==> config.mk <==
export PLATFORM = sky130hd
export DESIGN_NAME = tps_cell
export DESIGN_NICKNAME = d
export VERILOG_FILES = /design/src/assert_macros.svh /design/src/tps_pkg.sv /design/src/tps_cell.sv
export SDC_FILE = /design/constraint.sdc
export NUM_CORES = 1
export LEC_CHECK = 0
export BUFFER_PORTS_ARGS = -buffer_cell sky130_fd_sc_hd__buf_4
export CELL_PAD_IN_SITES_DETAIL_PLACEMENT = 0
export CELL_PAD_IN_SITES_GLOBAL_PLACEMENT = 2
export CORE_MARGIN = 4
export CORE_UTILIZATION = 34
export CTS_CLUSTER_DIAMETER = 30
export DETAILED_ROUTE_END_ITERATION = 16
export PLACE_DENSITY = 0.79
export SLEW_MARGIN = 10
export SYNTH_ARGS = -nofsm -noshare
export SYNTH_HDL_FRONTEND = slang
export SYNTH_SLANG_ARGS = --single-unit
==> constraint.sdc <==
create_clock -name clock -period 4.35 [get_ports clock]
set_input_delay 0.2175 -clock clock [delete_from_list [all_inputs] [get_ports clock]]
set_output_delay 0.2175 -clock clock [all_outputs]
set_load 0.05 [all_outputs]
==> src/assert_macros.svh <==
// ----------------------------------------------------------------------------
// Assertion macros
// Concurrent assertion shorthands shared by the RTL; compiled out when
// NO_ASSERTIONS is defined.
// ----------------------------------------------------------------------------
`ifndef ASSERT_MACROS_SVH
`define ASSERT_MACROS_SVH

`ifndef NO_ASSERTIONS
`define TPS_ASSERT(label, clk, rst, prop) \
   label: assert property (@(posedge clk) disable iff (rst) (prop)) \
      else $error("assertion failed");
`define TPS_ASSERT_IMPL(label, clk, rst, ante, cons) \
   label: assert property (@(posedge clk) disable iff (rst) (ante) |-> (cons)) \
      else $error("assertion failed");
`define TPS_ASSERT_NEXT(label, clk, rst, ante, cons) \
   label: assert property (@(posedge clk) disable iff (rst) (ante) |=> (cons)) \
      else $error("assertion failed");
`else
`define TPS_ASSERT(label, clk, rst, prop)
`define TPS_ASSERT_IMPL(label, clk, rst, ante, cons)
`define TPS_ASSERT_NEXT(label, clk, rst, ante, cons)
`endif

`endif

==> src/tps_pkg.sv <==
// ----------------------------------------------------------------------------
// tps_pkg
// Sizes, codes and shared types of the timer pool scheduler.
// ----------------------------------------------------------------------------
package tps_pkg;

   localparam int TIMER_SLOTS = 32;
   localparam int TIME_BITS   = 32;
   localparam int REPEAT_BITS = 16;

   localparam int IDX_BITS    = $clog2(TIMER_SLOTS);

   // word field widths
   localparam int ACTION_BITS   = 2;
   localparam int INTERVAL_BITS = 32;
   localparam int COUNT_BITS    = 16;
   localparam int HANDLE_BITS   = 5;
   localparam int KIND_BITS     = 2;
   localparam int ID_BITS       = 5;
   localparam int NOW_BITS      = 32;
   localparam int PERIOD_BITS   = 32;

   localparam int CALC_BITS = (TIME_BITS > PERIOD_BITS) ? TIME_BITS : PERIOD_BITS;
   localparam int HCMP_BITS = (IDX_BITS > HANDLE_BITS) ? IDX_BITS : HANDLE_BITS;

   localparam logic [ACTION_BITS-1:0] ACT_TICK   = 2'd0;
   localparam logic [ACTION_BITS-1:0] ACT_ADD    = 2'd1;
   localparam logic [ACTION_BITS-1:0] ACT_CANCEL = 2'd2;

   localparam logic [KIND_BITS-1:0] KIND_ADDED     = 2'd0;
   localparam logic [KIND_BITS-1:0] KIND_FIRED     = 2'd1;
   localparam logic [KIND_BITS-1:0] KIND_IMMEDIATE = 2'd2;
   localparam logic [KIND_BITS-1:0] KIND_FULL      = 2'd3;

   typedef enum logic [4:0] {
      ST_IDLE  = 5'b00001,
      ST_TICK  = 5'b00010,
      ST_ADD   = 5'b00100,
      ST_FLUSH = 5'b01000,
      ST_IMM   = 5'b10000
   } state_type;

   // broadcast from the sequencer to every cell
   typedef struct packed {
      logic                   start;
      logic                   step;
      logic                   tick_mode;
      logic                   add_mode;
      logic                   cancel;
      logic [HANDLE_BITS-1:0] handle;
      logic [TIME_BITS-1:0]   time_now;
      logic [TIME_BITS-1:0]   add_deadline;
      logic [PERIOD_BITS-1:0] add_period;
      logic [REPEAT_BITS-1:0] add_repeats;
   } cell_ctrl_type;

   // what one cell reports back
   typedef struct packed {
      logic tok;
      logic fire;
      logic take;
   } cell_stat_type;

endpackage

==> src/tps_cell.sv <==
// ----------------------------------------------------------------------------
// tps_cell
// One timer entry of the chain: holds its deadline, period and repeats and
// passes the scan token to its right-hand neighbour.
// ----------------------------------------------------------------------------
module tps_cell (
   input  logic                          clock,
   input  logic                          reset,
   input  logic [tps_pkg::IDX_BITS-1:0]  cell_index,
   input  tps_pkg::cell_ctrl_type        ctrl,
   input  logic                          tok_left,
   output logic                          tok_right,
   output tps_pkg::cell_stat_type        stat
);

   logic                             tok_ff, tok_in;
   logic                             valid_ff, valid_in;
   logic [tps_pkg::TIME_BITS-1:0]    deadline_ff, deadline_in;
   logic [tps_pkg::PERIOD_BITS-1:0]  period_ff, period_in;
   logic [tps_pkg::REPEAT_BITS-1:0]  repeats_ff, repeats_in;
   logic [tps_pkg::CALC_BITS-1:0]    rearm_sum;
   logic                             fire, take, cancel_hit;

   assign fire = tok_ff & ctrl.tick_mode & valid_ff & (deadline_ff == ctrl.time_now);
   assign take = tok_ff & ctrl.add_mode & ~valid_ff;
   assign cancel_hit = ctrl.cancel &
      (tps_pkg::HCMP_BITS'(ctrl.handle) == tps_pkg::HCMP_BITS'(cell_index));
   assign rearm_sum = tps_pkg::CALC_BITS'(ctrl.time_now) + tps_pkg::CALC_BITS'(period_ff);

   // a free cell claimed by an add swallows the token
   assign tok_right = tok_ff & ~take;
   assign stat = '{tok: tok_ff, fire: fire, take: take};

   always_comb begin
      tok_in      = (ctrl.step | ctrl.start) ? tok_left : tok_ff;
      valid_in    = valid_ff;
      deadline_in = deadline_ff;
      period_in   = period_ff;
      repeats_in  = repeats_ff;
      if (cancel_hit) begin
         valid_in = 1'b0;
      end else if (ctrl.step && fire) begin
         if (repeats_ff == tps_pkg::REPEAT_BITS'(1)) begin
            valid_in = 1'b0;
         end else begin
            deadline_in = rearm_sum[tps_pkg::TIME_BITS-1:0];
            if (repeats_ff != '0) begin
               repeats_in = repeats_ff - tps_pkg::REPEAT_BITS'(1);
            end
         end
      end else if (ctrl.step && take) begin
         valid_in    = 1'b1;
         deadline_in = ctrl.add_deadline;
         period_in   = ctrl.add_period;
         repeats_in  = ctrl.add_repeats;
      end
   end

   always_ff @(posedge clock) begin
      if (reset) begin
         tok_ff   <= 1'b0;
         valid_ff <= 1'b0;
      end else begin
         tok_ff   <= tok_in;
         valid_ff <= valid_in;
      end
      deadline_ff <= deadline_in;
      period_ff   <= period_in;
      repeats_ff  <= repeats_in;
   end

endmodule

==> flow_summary.yaml <==
worst_setup_path:
  crit_arrival_ps: 3300
  crit_family: "simple AND/OR/NAND/NOR gates"
  required_ps: 4400
  worstSetupEndpointType: "flop"
  worstPathCellList: "xor2_1 > nor4_1 > nand2_1 > nor2_1 > nor4b_1 > and2_1 > o21bai_1 > a21oi_4 > buf_4"
  cp_num_buf_inv: 1
  critPathMaxStageDelay_ps: 650
  critPathKind: "flop to flop"
  path_max_fanout: 23
  start_kind: "flop"
  critical_path.slowest_cell: "a21oi_4"
layout:
  syn2layout_area_growth_pct: 28.05
  multi_input_area_sq_um: 2791
  antenna_cells: 0
  final_layout_size_suffix_gt1_share_pct: 29.68
  regArea_sq_um: 2442
  final_cell_mix: "137 x buf_4, 80 x edfxtp_1, 52 x nand2_1"
  final_area_sq_um: 6838
  fill_cells: 1490
  layout_commonest_cell: "buf_4"
  finalNetCount: 790
sta:
  hold_viol_final: 0
  relSlewSlack_pct: 45.55
  setup_slack_ps: 1097
  rsz0062_at_grt: "false"
  fmax_ghz: 0.3074
  timing.final.crit_share_pct: 74.79
  tightest_slew_ps: 816.7
  finClkSkew_ps: 3.972
  period_needed_ps: 3253
  finalSetupTns_ps: 0
  setup_viol: 0
  slew_violations: 0
drt:
  drt_iter0_markers: 236
  via_per_inst: 4.946
  wl_per_cell_microns: 16.86
  drc: 0
  totalWireLength_microns: 14180
  vias: 4160
  postRouteAntennaNets: 0
  first_pass_iters: 4
synthesis:
  async_flop_share_pct: 0
  syn-num-nets: 661
  seq_area_frac_synth_pct: 45.74
  synth.top_cell.area_share_pct: 44.99
  synth_area_sq_um: 5340
  ys_ff_latch: 82
  synth-compound-area-share_pct: 15.23
  yosysTopAreaCell: "edfxtp_1"
  synth_top_family_by_area: "compound AO/OA/AOI/OAI gates"
  syn_inst: 496
  synth_edf_count: 80
  avgSynthCellArea_sq_um: 10.77
  synth_xor_area_share_pct: 12.79
  synth_flop_cell: "edfxtp_1"
  yosys.area_share.adder_pct: 8.341
  yosys-top-cells-area: "edfxtp_1 45%, ha_1 8.0%, xor2_1 7.7%, xnor2_1 5.1%, nand2_1 3.7%"
  synth_mux_area_share_pct: 4.007
  synth-warning-count: 0
  synth.distinct_cells: 55
  synthSimpleGateAreaFrac_pct: 11.64
clock_network:
  ctsResizeCount: 0
  cts_max_level: 3
  clock_path_buffers: 2
  post_cts_buffers: 0
  cts_root_buf: "clkbuf_16"
  clock_latency_ps: 350
  numCtsBuffers: 9
  cts_tree: "built"
  cts-hold-fix-buffers: 0
  numClockSinks: 82
  clkTransAtPathRegs_ps: 60
global_route:
  grt-ovfl-total: 0
  antenna_found_initial: 0
  grt_max_degree: 77
  grt_pass1_wl_microns: 22020
  first_global_vias: 4233
  grt_util_all_layers_pct: 15.87
pwr:
  ir_drop_uv: 174.9
  cellLeakagePower_nw: 2.812
  power_density_nw_per_um2: 290.5
placement:
  place.gp.congestion: 0.8327
  numPortBuffers: 133
  postPlaceCellArea_sq_um: 6553
  dp_slack_ps: 1068
  place_hpwl_microns: 10980
hold_path:
  min_path_type: "primary input to flop"
die:
  placeableCoreArea_sq_um: 15310
  start_util_pct: 34.87
  die_area_sq_um: 17780
  fp.dieH_microns: 133.3
  num_rows: 45
  num_io_pins: 134
  die_w_microns: 133.3
run:
  cap_violations: 0
outcome:
  status: "finished clean"
## layout make-up
type / count / area share (%)
inverters: 7 / 0.3843
clock buffers: 9 / 3.294
clock inverters: 7 / 0.8783
repair buffers: 137 / 15.04
well taps: 211 / 3.861
flip-flops and latches: 82 / 35.72
multi-input cells: 388 / 40.82
## registers in the layout, indices dropped and copies added (netlist names)
| signal | count |
|---|---|
| tok_ff | 1 |
| valid_ff | 1 |
| deadline_ff | 32 |
| period_ff | 32 |
| repeats_ff | 16 |
## metal layers
layer | global-route usage [%] | share of wire [%] | up-vias
met5 | 0 | 0 | -
li1 | - | - | 2098
met2 | 25.79 | 47 | 100
met3 | 3.890 | 5.6 | 12
met4 | 5.429 | 1.4 | 0
met1 | 20.75 | 46 | 1950
## worst paths after layout
path,start,end,slack [ps],depth (start not counted)
setup reg to reg,deadline_ff[26],deadline_ff[29],1100,9
hold reg to reg,tok_ff,tok_ff,490,2
setup / recovery,deadline_ff[26],deadline_ff[29],1100,9
hold / removal,reset,tok_ff,30,2
## Yosys cell counts (9+ instances only)
cell / instances
o21ai_0: 34
clkbuf_1: 12
nand4_1: 9
nand3_1: 11
mux2_2: 17
a21oi_1: 35
xnor2_1: 31
nor2_1: 22
nor4_1: 10
ha_1: 34
a21o_1: 18
xor2_1: 47
edfxtp_1: 80
nand2_1: 52
## kinds of logic after synthesis
group / count (synthesis)
compound gates: 125
xor+xnor: 78
fa+ha+maj: 35
buf+inv: 26
flops: 82
mux: 19
simple gates: 131
## stage by stage
stage	hold slack [ps]	util (%)	instances	power [mW]
2_1_floorplan	286.6	-	496	1.095
3_3_place_gp	393.5	42.79	825	1.244
3_5_place_dp	395.5	42.79	825	1.247
4_1_cts	19.29	44.65	841	2.014
5_1_grt	21.70	44.65	841	2.076
6_report	31.61	44.65	841	1.986
## report_power, final
| group | total [mW] | internal (mW) | switching, mW |
|---|---|---|---|
| logic | 0.338 | 0.174 | 0.163 |
| clock network | 0.758 | 0.438 | 0.319 |
| registers | 0.891 | 0.884 | 0.00690 |
## worst reg2reg max path, stage by stage, from the launching register on
cell and delay, ps:
edfxtp_1 380, xor2_1 200, nor4_1 470, nand2_1 140, nor2_1 100, nor4b_1 300, and2_1 220, o21bai_1 150
a21oi_4 650, buf_4 350
Power figures use the tool's default switching activity.
