### config.mk
export PLATFORM = sky130hd
export DESIGN_NAME = tps_ctrl_flat
export DESIGN_NICKNAME = d
export VERILOG_FILES = /design/src/assert_macros.svh /design/src/tps_pkg.sv /design/src/tps_if.sv /design/src/tps_ctrl.sv /design/src/flat_wrapper.sv
export SDC_FILE = /design/constraint.sdc
export NUM_CORES = 1
export LEC_CHECK = 0
export BUFFER_PORTS_ARGS = -buffer_cell sky130_fd_sc_hd__buf_2
export CAP_MARGIN = 20
export CELL_PAD_IN_SITES_DETAIL_PLACEMENT = 1
export CELL_PAD_IN_SITES_GLOBAL_PLACEMENT = 1
export CORE_ASPECT_RATIO = 1.25
export CORE_MARGIN = 5
export CORE_UTILIZATION = 44
export DETAILED_ROUTE_END_ITERATION = 6
export GPL_TIMING_DRIVEN = 1
export PLACE_DENSITY_LB_ADDON = 0.1
export SLEW_MARGIN = 20
export SYNTH_ARGS = -nofsm -noshare
export SYNTH_HDL_FRONTEND = slang
export SYNTH_SLANG_ARGS = --single-unit
### constraint.sdc
create_clock -name clock -period 5.6 [get_ports clock]
set_input_delay 1.12 -clock clock [delete_from_list [all_inputs] [get_ports clock]]
set_output_delay 1.12 -clock clock [all_outputs]
set_load 0.02 [all_outputs]
### src/assert_macros.svh
// ----------------------------------------------------------------------------
// Assertion macros
// Concurrent assertion shorthands shared by the RTL; compiled out when
// NO_ASSERTIONS is defined.
// ----------------------------------------------------------------------------
`ifndef ASSERT_MACROS_SVH
`define ASSERT_MACROS_SVH

`ifndef NO_ASSERTIONS
`define TPS_ASSERT(label, clk, rst, prop) \
   label: assert property (@(posedge clk) disable iff (rst) (prop)) \
      else $error("assertion failed");
`define TPS_ASSERT_IMPL(label, clk, rst, ante, cons) \
   label: assert property (@(posedge clk) disable iff (rst) (ante) |-> (cons)) \
      else $error("assertion failed");
`define TPS_ASSERT_NEXT(label, clk, rst, ante, cons) \
   label: assert property (@(posedge clk) disable iff (rst) (ante) |=> (cons)) \
      else $error("assertion failed");
`else
`define TPS_ASSERT(label, clk, rst, prop)
`define TPS_ASSERT_IMPL(label, clk, rst, ante, cons)
`define TPS_ASSERT_NEXT(label, clk, rst, ante, cons)
`endif

`endif

### src/tps_pkg.sv
// ----------------------------------------------------------------------------
// tps_pkg
// Sizes, codes and shared types of the timer pool scheduler.
// ----------------------------------------------------------------------------
package tps_pkg;

   localparam int TIMER_SLOTS = 32;
   localparam int TIME_BITS   = 32;
   localparam int REPEAT_BITS = 16;

   localparam int IDX_BITS    = $clog2(TIMER_SLOTS);

   // word field widths
   localparam int ACTION_BITS   = 2;
   localparam int INTERVAL_BITS = 32;
   localparam int COUNT_BITS    = 16;
   localparam int HANDLE_BITS   = 5;
   localparam int KIND_BITS     = 2;
   localparam int ID_BITS       = 5;
   localparam int NOW_BITS      = 32;
   localparam int PERIOD_BITS   = 32;

   localparam int CALC_BITS = (TIME_BITS > PERIOD_BITS) ? TIME_BITS : PERIOD_BITS;
   localparam int HCMP_BITS = (IDX_BITS > HANDLE_BITS) ? IDX_BITS : HANDLE_BITS;

   localparam logic [ACTION_BITS-1:0] ACT_TICK   = 2'd0;
   localparam logic [ACTION_BITS-1:0] ACT_ADD    = 2'd1;
   localparam logic [ACTION_BITS-1:0] ACT_CANCEL = 2'd2;

   localparam logic [KIND_BITS-1:0] KIND_ADDED     = 2'd0;
   localparam logic [KIND_BITS-1:0] KIND_FIRED     = 2'd1;
   localparam logic [KIND_BITS-1:0] KIND_IMMEDIATE = 2'd2;
   localparam logic [KIND_BITS-1:0] KIND_FULL      = 2'd3;

   typedef enum logic [4:0] {
      ST_IDLE  = 5'b00001,
      ST_TICK  = 5'b00010,
      ST_ADD   = 5'b00100,
      ST_FLUSH = 5'b01000,
      ST_IMM   = 5'b10000
   } state_type;

   // broadcast from the sequencer to every cell
   typedef struct packed {
      logic                   start;
      logic                   step;
      logic                   tick_mode;
      logic                   add_mode;
      logic                   cancel;
      logic [HANDLE_BITS-1:0] handle;
      logic [TIME_BITS-1:0]   time_now;
      logic [TIME_BITS-1:0]   add_deadline;
      logic [PERIOD_BITS-1:0] add_period;
      logic [REPEAT_BITS-1:0] add_repeats;
   } cell_ctrl_type;

   // what one cell reports back
   typedef struct packed {
      logic tok;
      logic fire;
      logic take;
   } cell_stat_type;

endpackage

### src/tps_if.sv
// ----------------------------------------------------------------------------
// tps channel interfaces
// Valid/ready channels for request words and response words.
// ----------------------------------------------------------------------------
interface tps_req_if;
   logic                             valid;
   logic                             ready;
   logic [tps_pkg::ACTION_BITS-1:0]   action;
   logic [tps_pkg::INTERVAL_BITS-1:0] interval;
   logic [tps_pkg::COUNT_BITS-1:0]    repeat_count;
   logic [tps_pkg::HANDLE_BITS-1:0]   handle;

   modport source (output valid, action, interval, repeat_count, handle, input ready);
   modport sink   (input valid, action, interval, repeat_count, handle, output ready);
endinterface

interface tps_rsp_if;
   logic                          valid;
   logic                          ready;
   logic [tps_pkg::KIND_BITS-1:0]  kind;
   logic [tps_pkg::ID_BITS-1:0]    timer_id;
   logic [tps_pkg::NOW_BITS-1:0]   now;
   logic                          last;

   modport source (output valid, kind, timer_id, now, last, input ready);
   modport sink   (input valid, kind, timer_id, now, last, output ready);
endinterface

### src/tps_ctrl.sv
// ----------------------------------------------------------------------------
// tps_ctrl
// Sequencer: takes request words, walks the token down the cell chain,
// holds the time counter and drives the response register.
// ----------------------------------------------------------------------------
module tps_ctrl (
   input  logic                   clock,
   input  logic                   reset,
   tps_req_if.sink                req,
   tps_rsp_if.source              rsp,
   input  logic                   any_fire,
   input  logic                   any_take,
   output tps_pkg::cell_ctrl_type cell_ctrl,
   output logic                   busy
);

   localparam logic [tps_pkg::IDX_BITS-1:0] IDX_LAST =
      tps_pkg::IDX_BITS'(tps_pkg::TIMER_SLOTS - 1);

   tps_pkg::state_type               state_ff, state_in;
   logic [tps_pkg::IDX_BITS-1:0]     idx_ff, idx_in;
   logic [tps_pkg::TIME_BITS-1:0]    time_ff, time_in;
   logic                             held_valid_ff, held_valid_in;
   logic [tps_pkg::IDX_BITS-1:0]     held_id_ff, held_id_in;
   logic [tps_pkg::TIME_BITS-1:0]    add_deadline_ff;
   logic [tps_pkg::PERIOD_BITS-1:0]  add_period_ff;
   logic [tps_pkg::REPEAT_BITS-1:0]  add_repeats_ff;
   logic                             rsp_valid_ff;
   logic [tps_pkg::KIND_BITS-1:0]    rsp_kind_ff;
   logic [tps_pkg::ID_BITS-1:0]      rsp_id_ff;
   logic [tps_pkg::NOW_BITS-1:0]     rsp_now_ff;
   logic                             rsp_last_ff;
   logic [tps_pkg::CALC_BITS-1:0]    add_sum;

   logic                             accept, out_free, step, start;
   logic                             emit, emit_last;
   logic [tps_pkg::KIND_BITS-1:0]    emit_kind;
   logic [tps_pkg::ID_BITS-1:0]      emit_id;

   assign req.ready = (state_ff == tps_pkg::ST_IDLE);
   assign accept    = req.valid & req.ready;
   assign out_free  = ~rsp_valid_ff | rsp.ready;
   assign step      = out_free &
                      ((state_ff == tps_pkg::ST_TICK) | (state_ff == tps_pkg::ST_ADD));
   assign start     = accept & ((req.action == tps_pkg::ACT_TICK) |
                      ((req.action == tps_pkg::ACT_ADD) && (req.interval != '0)));
   assign busy      = (state_ff != tps_pkg::ST_IDLE);
   assign add_sum   = tps_pkg::CALC_BITS'(time_ff) + tps_pkg::CALC_BITS'(req.interval);

   assign cell_ctrl.start        = start;
   assign cell_ctrl.step         = step;
   assign cell_ctrl.tick_mode    = (state_ff == tps_pkg::ST_TICK);
   assign cell_ctrl.add_mode     = (state_ff == tps_pkg::ST_ADD);
   assign cell_ctrl.cancel       = accept & (req.action == tps_pkg::ACT_CANCEL);
   assign cell_ctrl.handle       = req.handle;
   assign cell_ctrl.time_now     = time_ff;
   assign cell_ctrl.add_deadline = add_deadline_ff;
   assign cell_ctrl.add_period   = add_period_ff;
   assign cell_ctrl.add_repeats  = add_repeats_ff;

   always_comb begin
      state_in      = state_ff;
      idx_in        = idx_ff;
      time_in       = time_ff;
      held_valid_in = held_valid_ff;
      held_id_in    = held_id_ff;
      emit          = 1'b0;
      emit_kind     = tps_pkg::KIND_ADDED;
      emit_id       = '0;
      emit_last     = 1'b0;
      case (state_ff)
         tps_pkg::ST_IDLE: begin
            if (accept) begin
               idx_in        = '0;
               held_valid_in = 1'b0;
               case (req.action)
                  tps_pkg::ACT_TICK: state_in = tps_pkg::ST_TICK;
                  tps_pkg::ACT_ADD: begin
                     state_in = (req.interval == '0) ? tps_pkg::ST_IMM : tps_pkg::ST_ADD;
                  end
                  default: state_in = tps_pkg::ST_IDLE;
               endcase
            end
         end
         tps_pkg::ST_TICK: begin
            if (out_free) begin
               // a new firing releases the one held back, which cannot be last
               if (any_fire) begin
                  if (held_valid_ff) begin
                     emit      = 1'b1;
                     emit_kind = tps_pkg::KIND_FIRED;
                     emit_id   = tps_pkg::ID_BITS'(held_id_ff);
                  end
                  held_valid_in = 1'b1;
                  held_id_in    = idx_ff;
               end
               if (idx_ff == IDX_LAST) begin
                  state_in = tps_pkg::ST_FLUSH;
               end else begin
                  idx_in = idx_ff + tps_pkg::IDX_BITS'(1);
               end
            end
         end
         tps_pkg::ST_ADD: begin
            if (out_free) begin
               if (any_take) begin
                  emit      = 1'b1;
                  emit_kind = tps_pkg::KIND_ADDED;
                  emit_id   = tps_pkg::ID_BITS'(idx_ff);
                  emit_last = 1'b1;
                  state_in  = tps_pkg::ST_IDLE;
               end else if (idx_ff == IDX_LAST) begin
                  emit      = 1'b1;
                  emit_kind = tps_pkg::KIND_FULL;
                  emit_last = 1'b1;
                  state_in  = tps_pkg::ST_IDLE;
               end else begin
                  idx_in = idx_ff + tps_pkg::IDX_BITS'(1);
               end
            end
         end
         tps_pkg::ST_FLUSH: begin
            if (out_free) begin
               if (held_valid_ff) begin
                  emit      = 1'b1;
                  emit_kind = tps_pkg::KIND_FIRED;
                  emit_id   = tps_pkg::ID_BITS'(held_id_ff);
                  emit_last = 1'b1;
               end
               held_valid_in = 1'b0;
               time_in       = time_ff + tps_pkg::TIME_BITS'(1);
               state_in      = tps_pkg::ST_IDLE;
            end
         end
         tps_pkg::ST_IMM: begin
            if (out_free) begin
               emit      = 1'b1;
               emit_kind = tps_pkg::KIND_IMMEDIATE;
               emit_last = 1'b1;
               state_in  = tps_pkg::ST_IDLE;
            end
         end
         default: state_in = tps_pkg::ST_IDLE;
      endcase
   end

   always_ff @(posedge clock) begin
      if (reset) begin
         state_ff      <= tps_pkg::ST_IDLE;
         idx_ff        <= '0;
         time_ff       <= '0;
         held_valid_ff <= 1'b0;
         rsp_valid_ff  <= 1'b0;
      end else begin
         state_ff      <= state_in;
         idx_ff        <= idx_in;
         time_ff       <= time_in;
         held_valid_ff <= held_valid_in;
         if (emit) begin
            rsp_valid_ff <= 1'b1;
         end else if (rsp.ready) begin
            rsp_valid_ff <= 1'b0;
         end
      end
      held_id_ff <= held_id_in;
      if (accept) begin
         add_deadline_ff <= add_sum[tps_pkg::TIME_BITS-1:0];
         add_period_ff   <= req.interval;
         add_repeats_ff  <= tps_pkg::REPEAT_BITS'(req.repeat_count);
      end
      if (emit) begin
         rsp_kind_ff <= emit_kind;
         rsp_id_ff   <= emit_id;
         rsp_now_ff  <= tps_pkg::NOW_BITS'(time_ff);
         rsp_last_ff <= emit_last;
      end
   end

   assign rsp.valid    = rsp_valid_ff;
   assign rsp.kind     = rsp_kind_ff;
   assign rsp.timer_id = rsp_id_ff;
   assign rsp.now      = rsp_now_ff;
   assign rsp.last     = rsp_last_ff;

endmodule

### src/flat_wrapper.sv
// flat-port wrapper written by rule: the top's interface ports become plain ports
module tps_ctrl_flat 
  (clock, reset, any_fire, any_take, cell_ctrl, busy, req_valid, req_action, req_interval, req_repeat_count, req_handle, req_ready, rsp_valid, rsp_kind, rsp_timer_id, rsp_now, rsp_last, rsp_ready);
  tps_req_if req_i ();
  tps_rsp_if rsp_i ();
  input  logic clock;
  input  logic reset;
  input  logic any_fire;
  input  logic any_take;
  output tps_pkg::cell_ctrl_type cell_ctrl;
  output logic busy;
  input wire logic [$bits(req_i.valid)-1:0] req_valid;
  input wire logic [$bits(req_i.action)-1:0] req_action;
  input wire logic [$bits(req_i.interval)-1:0] req_interval;
  input wire logic [$bits(req_i.repeat_count)-1:0] req_repeat_count;
  input wire logic [$bits(req_i.handle)-1:0] req_handle;
  output wire logic [$bits(req_i.ready)-1:0] req_ready;
  output wire logic [$bits(rsp_i.valid)-1:0] rsp_valid;
  output wire logic [$bits(rsp_i.kind)-1:0] rsp_kind;
  output wire logic [$bits(rsp_i.timer_id)-1:0] rsp_timer_id;
  output wire logic [$bits(rsp_i.now)-1:0] rsp_now;
  output wire logic [$bits(rsp_i.last)-1:0] rsp_last;
  input wire logic [$bits(rsp_i.ready)-1:0] rsp_ready;
  assign req_i.valid = req_valid;
  assign req_i.action = req_action;
  assign req_i.interval = req_interval;
  assign req_i.repeat_count = req_repeat_count;
  assign req_i.handle = req_handle;
  assign req_ready = req_i.ready;
  assign rsp_valid = rsp_i.valid;
  assign rsp_kind = rsp_i.kind;
  assign rsp_timer_id = rsp_i.timer_id;
  assign rsp_now = rsp_i.now;
  assign rsp_last = rsp_i.last;
  assign rsp_i.ready = rsp_ready;
  tps_ctrl u_core (.clock(clock), .reset(reset), .req(req_i), .rsp(rsp_i), .any_fire(any_fire), .any_take(any_take), .cell_ctrl(cell_ctrl), .busy(busy));
endmodule
==> results of run 1 <==
cell families (layout without fill, tap and decap cells):
kind of cell | Yosys count | count (layout)
AND/OR/NAND/NOR | 210 | 210
multiplexers | 7 | 7
XOR/XNOR | 52 | 52
buffers and inverters | 33 | 254
flip-flops | 169 | 169
adder cells (fa/ha/maj) | 35 | 35
AO/OA/AOI/OAI | 141 | 141
state kept, by name, summed over array words and instances (netlist names), 2 cells and up:
| register | cells |
|---|---|
| u_core.add_deadline_ff | 32 |
| u_core.add_period_ff | 32 |
| u_core.add_repeats_ff | 16 |
| u_core.held_id_ff | 5 |
| u_core.idx_ff | 5 |
| u_core.rsp.kind | 2 |
| u_core.rsp.now | 32 |
| u_core.rsp.timer_id | 5 |
| u_core.state_ff | 5 |
| u_core.time_ff | 32 |
layout make-up:
cell class                 instances  area share [%]
inverter                           6           0.261
sequential                       169            48.3
clock buffer                      18            4.47
multi-input combinational        445            31.1
tap                              224            2.92
timing repair buffer             216            11.3
clock inverter                    14            1.71
cell usage in the layout (no fill, tap or decap), types with 3 or more instances in the layout:
master,instances
xor2_1,33
or3_1,9
and3_1,11
nor2_1,52
and2_1,5
and4_1,8
inv_6,3
nand2_1,42
a21boi_0,3
nor4_1,9
nor3b_1,4
nand4b_1,3
a31o_2,3
clkbuf_16,17
clkinv_4,4
o21ai_0,26
a21o_1,15
buf_2,215
dfxtp_1,44
a211oi_1,7
edfxtp_1,125
inv_1,4
nor3_1,8
nand3_1,19
mux2i_1,6
nand2b_1,4
o21bai_1,4
nand4_1,16
a21oi_1,48
o31ai_1,3
xnor2_1,19
o21a_1,7
a31oi_1,4
ha_1,34
a22o_1,5
nor2b_1,12
worst max-delay path, stage by stage:
cell and delay [ps]:
buf_2 120, nor4_1 500, nand4_1 290, nor2_1 260
a211oi_1 100, buf_2 170
power groups by stage:
stage / clock, mW / sequential, mW / combinational (mW)
after floorplan: 0 / 1.54 / 0.110
after global placement: 0 / 1.46 / 0.296
after detailed placement: 0 / 1.47 / 0.303
after CTS: 1.20 / 1.44 / 0.304
after global routing: 1.27 / 1.44 / 0.322
final: 1.18 / 1.44 / 0.299
stage by stage:
stage               util (%)  setup WS, ps  hold slack [ps]
CTS                     55.1          1940              523
floorplan                  -          1950              459
global placement        51.7          1640              484
global route            55.1          1900              534
finish                  55.1          1910              517
detailed placement      51.7          1590              498
metal layers:
layer	global-route usage, %	up-vias	share of wire [%]
li1	-	2835	-
met1	26.5	2948	40
met2	39.7	182	53
met3	4.80	17	5.6
met4	6.65	0	1.3
met5	0	-	0
worst min path at each step:
stage | from | endpoint | cells after the start
global route | u_core.idx_ff[4]$_SDFFE_PP0P_ | u_core.held_id_ff[4]$_DFFE_PP_ | 0
CTS | u_core.idx_ff[3]$_SDFFE_PP0P_ | u_core.idx_ff[3]$_SDFFE_PP0P_ | 2
detailed placement | u_core.idx_ff[4]$_SDFFE_PP0P_ | u_core.held_id_ff[4]$_DFFE_PP_ | 0
floorplan | u_core.idx_ff[4]$_SDFFE_PP0P_ | u_core.held_id_ff[4]$_DFFE_PP_ | 0
global placement | u_core.idx_ff[3]$_SDFFE_PP0P_ | u_core.idx_ff[3]$_SDFFE_PP0P_ | 2
finish | u_core.idx_ff[3]$_SDFFE_PP0P_ | u_core.idx_ff[3]$_SDFFE_PP0P_ | 2
==> out/results.txt, run 1 <==
status -> finished clean
unrepaired setup endpoints after global routing -> no
die width -> 129 µm
Root Buffer -> clkbuf_16
Port Buffers -> 215
Residual DRC -> 0
Post-Syn Nets -> 743
layout cells sized above 1 -> 30.2%
reg2reg end -> u_core.add_deadline_ff[30]$_DFFE_PP_
initial antenna violation count -> 0
routed len/inst -> 20.6 µm
R2R setup slack -> 2450 ps
ys async rst share -> 0%
Switch Pwr -> 746 µW
ANT nets after route -> 0
FMAX -> 271 MHz
Final setup viols -> 0
maximum clock path buffer count -> 2
simple-gate share of the synthesized area -> 14.0%
Post-CTS Resized -> 0
worst vdd ir -> 0.182 mV
chip height -> 159 µm
post-place instance area -> 9010 µm²
Hold Path Class -> flip-flop to flip-flop
vias in the first global route -> 6420
number of cells on the worst reg-to-reg path -> 9
pwr/cell area -> 304 nW/µm²
crit path to -> cell_ctrl[121]
Post-Route Skew -> 11.6 ps
Multi-input gate area -> 2990 µm²
register area share after synthesis -> 59.6%
most common cell in the synthesized netlist -> edfxtp_1
H-tree levels -> 4
reg2reg start -> u_core.time_ff[0]$_SDFFE_PP0P_
CTS tree -> yes
Core ar. -> 17400 µm²
count of state elements after synthesis -> 169
total number of vias -> 5982
CP arrival -> 2570 ps
largest family of logic cells by synthesized area -> simple AND/OR/NAND/NOR gates
Pint -> 2.17 mW
Max-cap violations -> 0
Leak -> 4.19 nW
Mapped Area -> 7780 µm²
mux cell area share after synthesis -> 0.917%
most frequent cells after synthesis -> 125 x edfxtp_1, 52 x nor2_1, 48 x a21oi_1
Area Growth Syn to Fin -> 23.4%
Register Area -> 4630 µm²
combinational share of power -> 10.2%
non-filler cells, final -> 1092
FP Rows -> 54
post-synth cell types -> 60
pin count of the biggest net entering global routing -> 61
fillers -> 1928
Die ar. -> 20500 µm²
cell count after synthesis -> 647
Seq pwr share -> 49.2%
worst path required time -> 4480 ps
vias per cell -> 5.48
CP Capture Type -> output pin
first-pass GRT wire length -> 35.2 mm
synthesized area per cell -> 12.0 µm²
initial core utilization -> 44.6%
Max-slew headroom -> 32.2%
CP startpoint -> req_interval[22]
Placed Instances -> 1060
most area-consuming cells after synthesis -> edfxtp_1 48%, dfxtp_1 11%, ha_1 5.5%, xor2_1 3.7%, a21oi_1 3.1%
period utilization -> 65.9%
clock tree sinks -> 169
gr usage total -> 22.1%
setup TNS -> 0 ps
I/O pin total -> 226
Post-CTS Setup Bufs -> 0
Clock Power Share -> 40.5%
crit path max fanout -> 3
Worst Path Class, Setup -> primary input to output pin
Synth Area in XOR/XNOR -> 5.85%
EDFF count, synth -> 125
Worst-path clk slew -> 70 ps
DP HPWL -> 17.0 mm
Final Slew Violations -> 0
final instance area -> 9600 µm²
RePlAce Congestion -> 0.882
Pre-Repair DR Iteration Count -> 5
final wirelength -> 22.5 mm
total power -> 2.92 mW
top_reg_cell synth -> edfxtp_1
Worst setup SP type -> primary input
Sw Share -> 25.6%
Final Hold Viols -> 0
# nets final -> 951
YS warnings -> 0
Slew @ Worst Pin -> 1020 ps
share of the synthesized area in the top cell type -> 48.2%
Tmin final -> 3690 ps
GRT overflow -> 0
hold_buf cts -> 0
CTS Buf Count -> 17
Synth area leader -> edfxtp_1
1st-iter DRT viols -> 271
# diodes -> 0
Worst-Skew Late Latency -> 430 ps
Synth Area in Compound Gates -> 11.9%
Synth Area in Adders -> 5.72%
Power figures use the tool's default switching activity.
==> inputs of run 2 (changes only) <==
- CORE_UTILIZATION: 44 -> 41
- clock period: 5.6 -> 3.83 ns (I/O delays scaled with it)
==> run 2 against run 1 <==
  * Register-to-register slack lost 1800 ps
  * Worst hold slack worse by 8.0 ps
  * Sequential share of layout area fell by 0.19 points
  * Non-clock buffer count increased by 7
  * Routed wire length decreased by 0.90%
  * Flip-flop and latch count stayed put
  * Power increased by 43%
  * Combinational power up 49%
  * Clock skew is 1.3 ps higher
  * First-iteration DRC count shrank 3.0%
  * Critical path depth is 5 higher
  * Utilization down 3.6 points
  * Critical endpoint is now u_core.add_deadline_ff[28]$_DFFE_PP_
  * Highest routed layer unchanged
==> out/results.txt, run 2 (same netlist as run 1, synthesis figures left out) <==
routed len/inst -> 20.1 µm
most frequent cells in the layout -> 215 x buf_2, 125 x edfxtp_1, 52 x nor2_1, 48 x a21oi_1, 44 x dfxtp_1
final worst-path setup slack -> 610 ps
Seq pwr share -> 50.1%
first-pass GRT wire length -> 35.0 mm
total number of vias -> 6020
Pint -> 3.06 mW
gr usage total -> 20.5%
CP Capture Type -> flip-flop
non-filler cells, final -> 1107
Die ar. -> 21900 µm²
Worst Path Class, Setup -> primary input to flip-flop
maximum clock path buffer count -> 2
Clock Power Share -> 39.2%
CTS Buf Count -> 17
H-tree levels -> 4
Pre-Repair DR Iteration Count -> 4
# nets final -> 958
pin count of the biggest net entering global routing -> 45
Slew @ Worst Pin -> 958 ps
Sw Share -> 26.8%
commonest non-fill, non-tap cell in the layout -> buf_2
Worst setup SP type -> primary input
crit-path most repeated cell -> o21ai_0
initial core utilization -> 41.6%
combinational share of power -> 10.6%
Final Slew Violations -> 0
setup TNS -> 0 ps
period utilization -> 84.1%
final wirelength -> 22.3 mm
Post-CTS Resized -> 0
Hold Path Class -> primary input to flip-flop
Port Buffers -> 215
pre-CTS worst setup slack -> 192 ps
unrepaired setup endpoints after global routing -> no
chip height -> 164 µm
FMAX -> 311 MHz
Tmin final -> 3220 ps
Max-cap violations -> 0
die width -> 133 µm
critical path, cell by cell -> buf_2, ha_1, fa_1, a21o_2, a31o_1, a221oi_4, buf_4, a211oi_1, o21ai_0, o21ai_0, xor2_1
layout cells sized above 1 -> 30.7%
RePlAce Congestion -> 0.832
hold_buf cts -> 0
Crit path largest cell delay -> 420 ps
crit path max fanout -> 3
CP arrival -> 3390 ps
Core ar. -> 18700 µm²
GRT overflow -> 0
clock tree sinks -> 169
slowest cell on the critical path -> fa_1
DP HPWL -> 17.1 mm
vias per cell -> 5.44
Area Growth Syn to Fin -> 23.9%
Switch Pwr -> 1.12 mW
Final Hold Viols -> 0
total power -> 4.18 mW
Final setup viols -> 0
Worst-Skew Late Latency -> 430 ps
Post-CTS Setup Bufs -> 0
FP Rows -> 56
Leak -> 4.22 nW
# diodes -> 0
worst path required time -> 4000 ps
Placed Instances -> 1075
post-layout util -> 51.5%
CTS tree -> yes
I/O pin total -> 226
ANT nets after route -> 0
Root Buffer -> clkbuf_16
worst vdd ir -> 0.286 mV
vias in the first global route -> 6438
Max-slew headroom -> 35.8%
status -> finished clean
initial antenna violation count -> 0
pwr/cell area -> 434 nW/µm²
Post-Route Skew -> 12.9 ps
Worst-path clk slew -> 70 ps
Residual DRC -> 0
1st-iter DRT viols -> 263
[run 2: changes by cell type in the layout (fill, tap and decap cells not counted), sizes merged]
cell      change
inv           +3
clkinvlp      -1
bufinv        -2
clkbuf        -1
clkinv        +1
buf           +7
[run 2: per-layer routing]
metal | track usage, % | part of all wire [%] | vias to the layer above
met1 | 23.6 | 40 | 2961
met2 | 37.5 | 53 | 169
met4 | 7.67 | 2.1 | 0
met3 | 4.29 | 4.4 | 36
met5 | 0 | 0 | -
li1 | - | - | 2854
[run 2: area by class of cell]
type,count,area [µm²]
Tap cell,232,290
Inverter,6,23.8
Clock buffer,17,425
Clock inverter,15,131
Multi-Input combinational cell,445,2990
Sequential cell,169,4630
Timing Repair Buffer,223,1150
Fill cell,2061,9070
[run 2: final timing paths]
path	from	to	slack, ps	depth (start not counted)
setup / recovery	req_interval[0]	u_core.add_deadline_ff[28]$_DFFE_PP_	610	11
hold / removal	req_repeat_count[8]	u_core.add_repeats_ff[8]$_DFFE_PP_	510	1
setup reg to reg	u_core.time_ff[0]$_SDFFE_PP0P_	u_core.add_deadline_ff[28]$_DFFE_PP_	660	10
hold reg to reg	u_core.idx_ff[4]$_SDFFE_PP0P_	u_core.held_id_ff[4]$_DFFE_PP_	520	0
[run 2: power groups by stage]
stage	clock, mW	sequential [mW]	combinational, mW
finish	1.64	2.10	0.445
global placement	0	2.13	0.443
global route	1.76	2.10	0.481
CTS	1.69	2.10	0.453
detailed placement	0	2.14	0.452
floorplan	0	2.25	0.161
[run 2: critical path: cells and delay by family]
kind / cells / cell delay [ps]
AOI/OAI and AO/OA: 6 / 1500
adders and majority gates: 2 / 640
xor gates and xnor gates: 1 / 170
buffers and inverters: 2 / 300
[run 2: metrics by stage]
step                area, µm²  hold WS, ps
global placement         9080          491
detailed placement       9080          509
floorplan                7780          459
CTS                      9640          483
global route             9640          484
finish                   9640          509
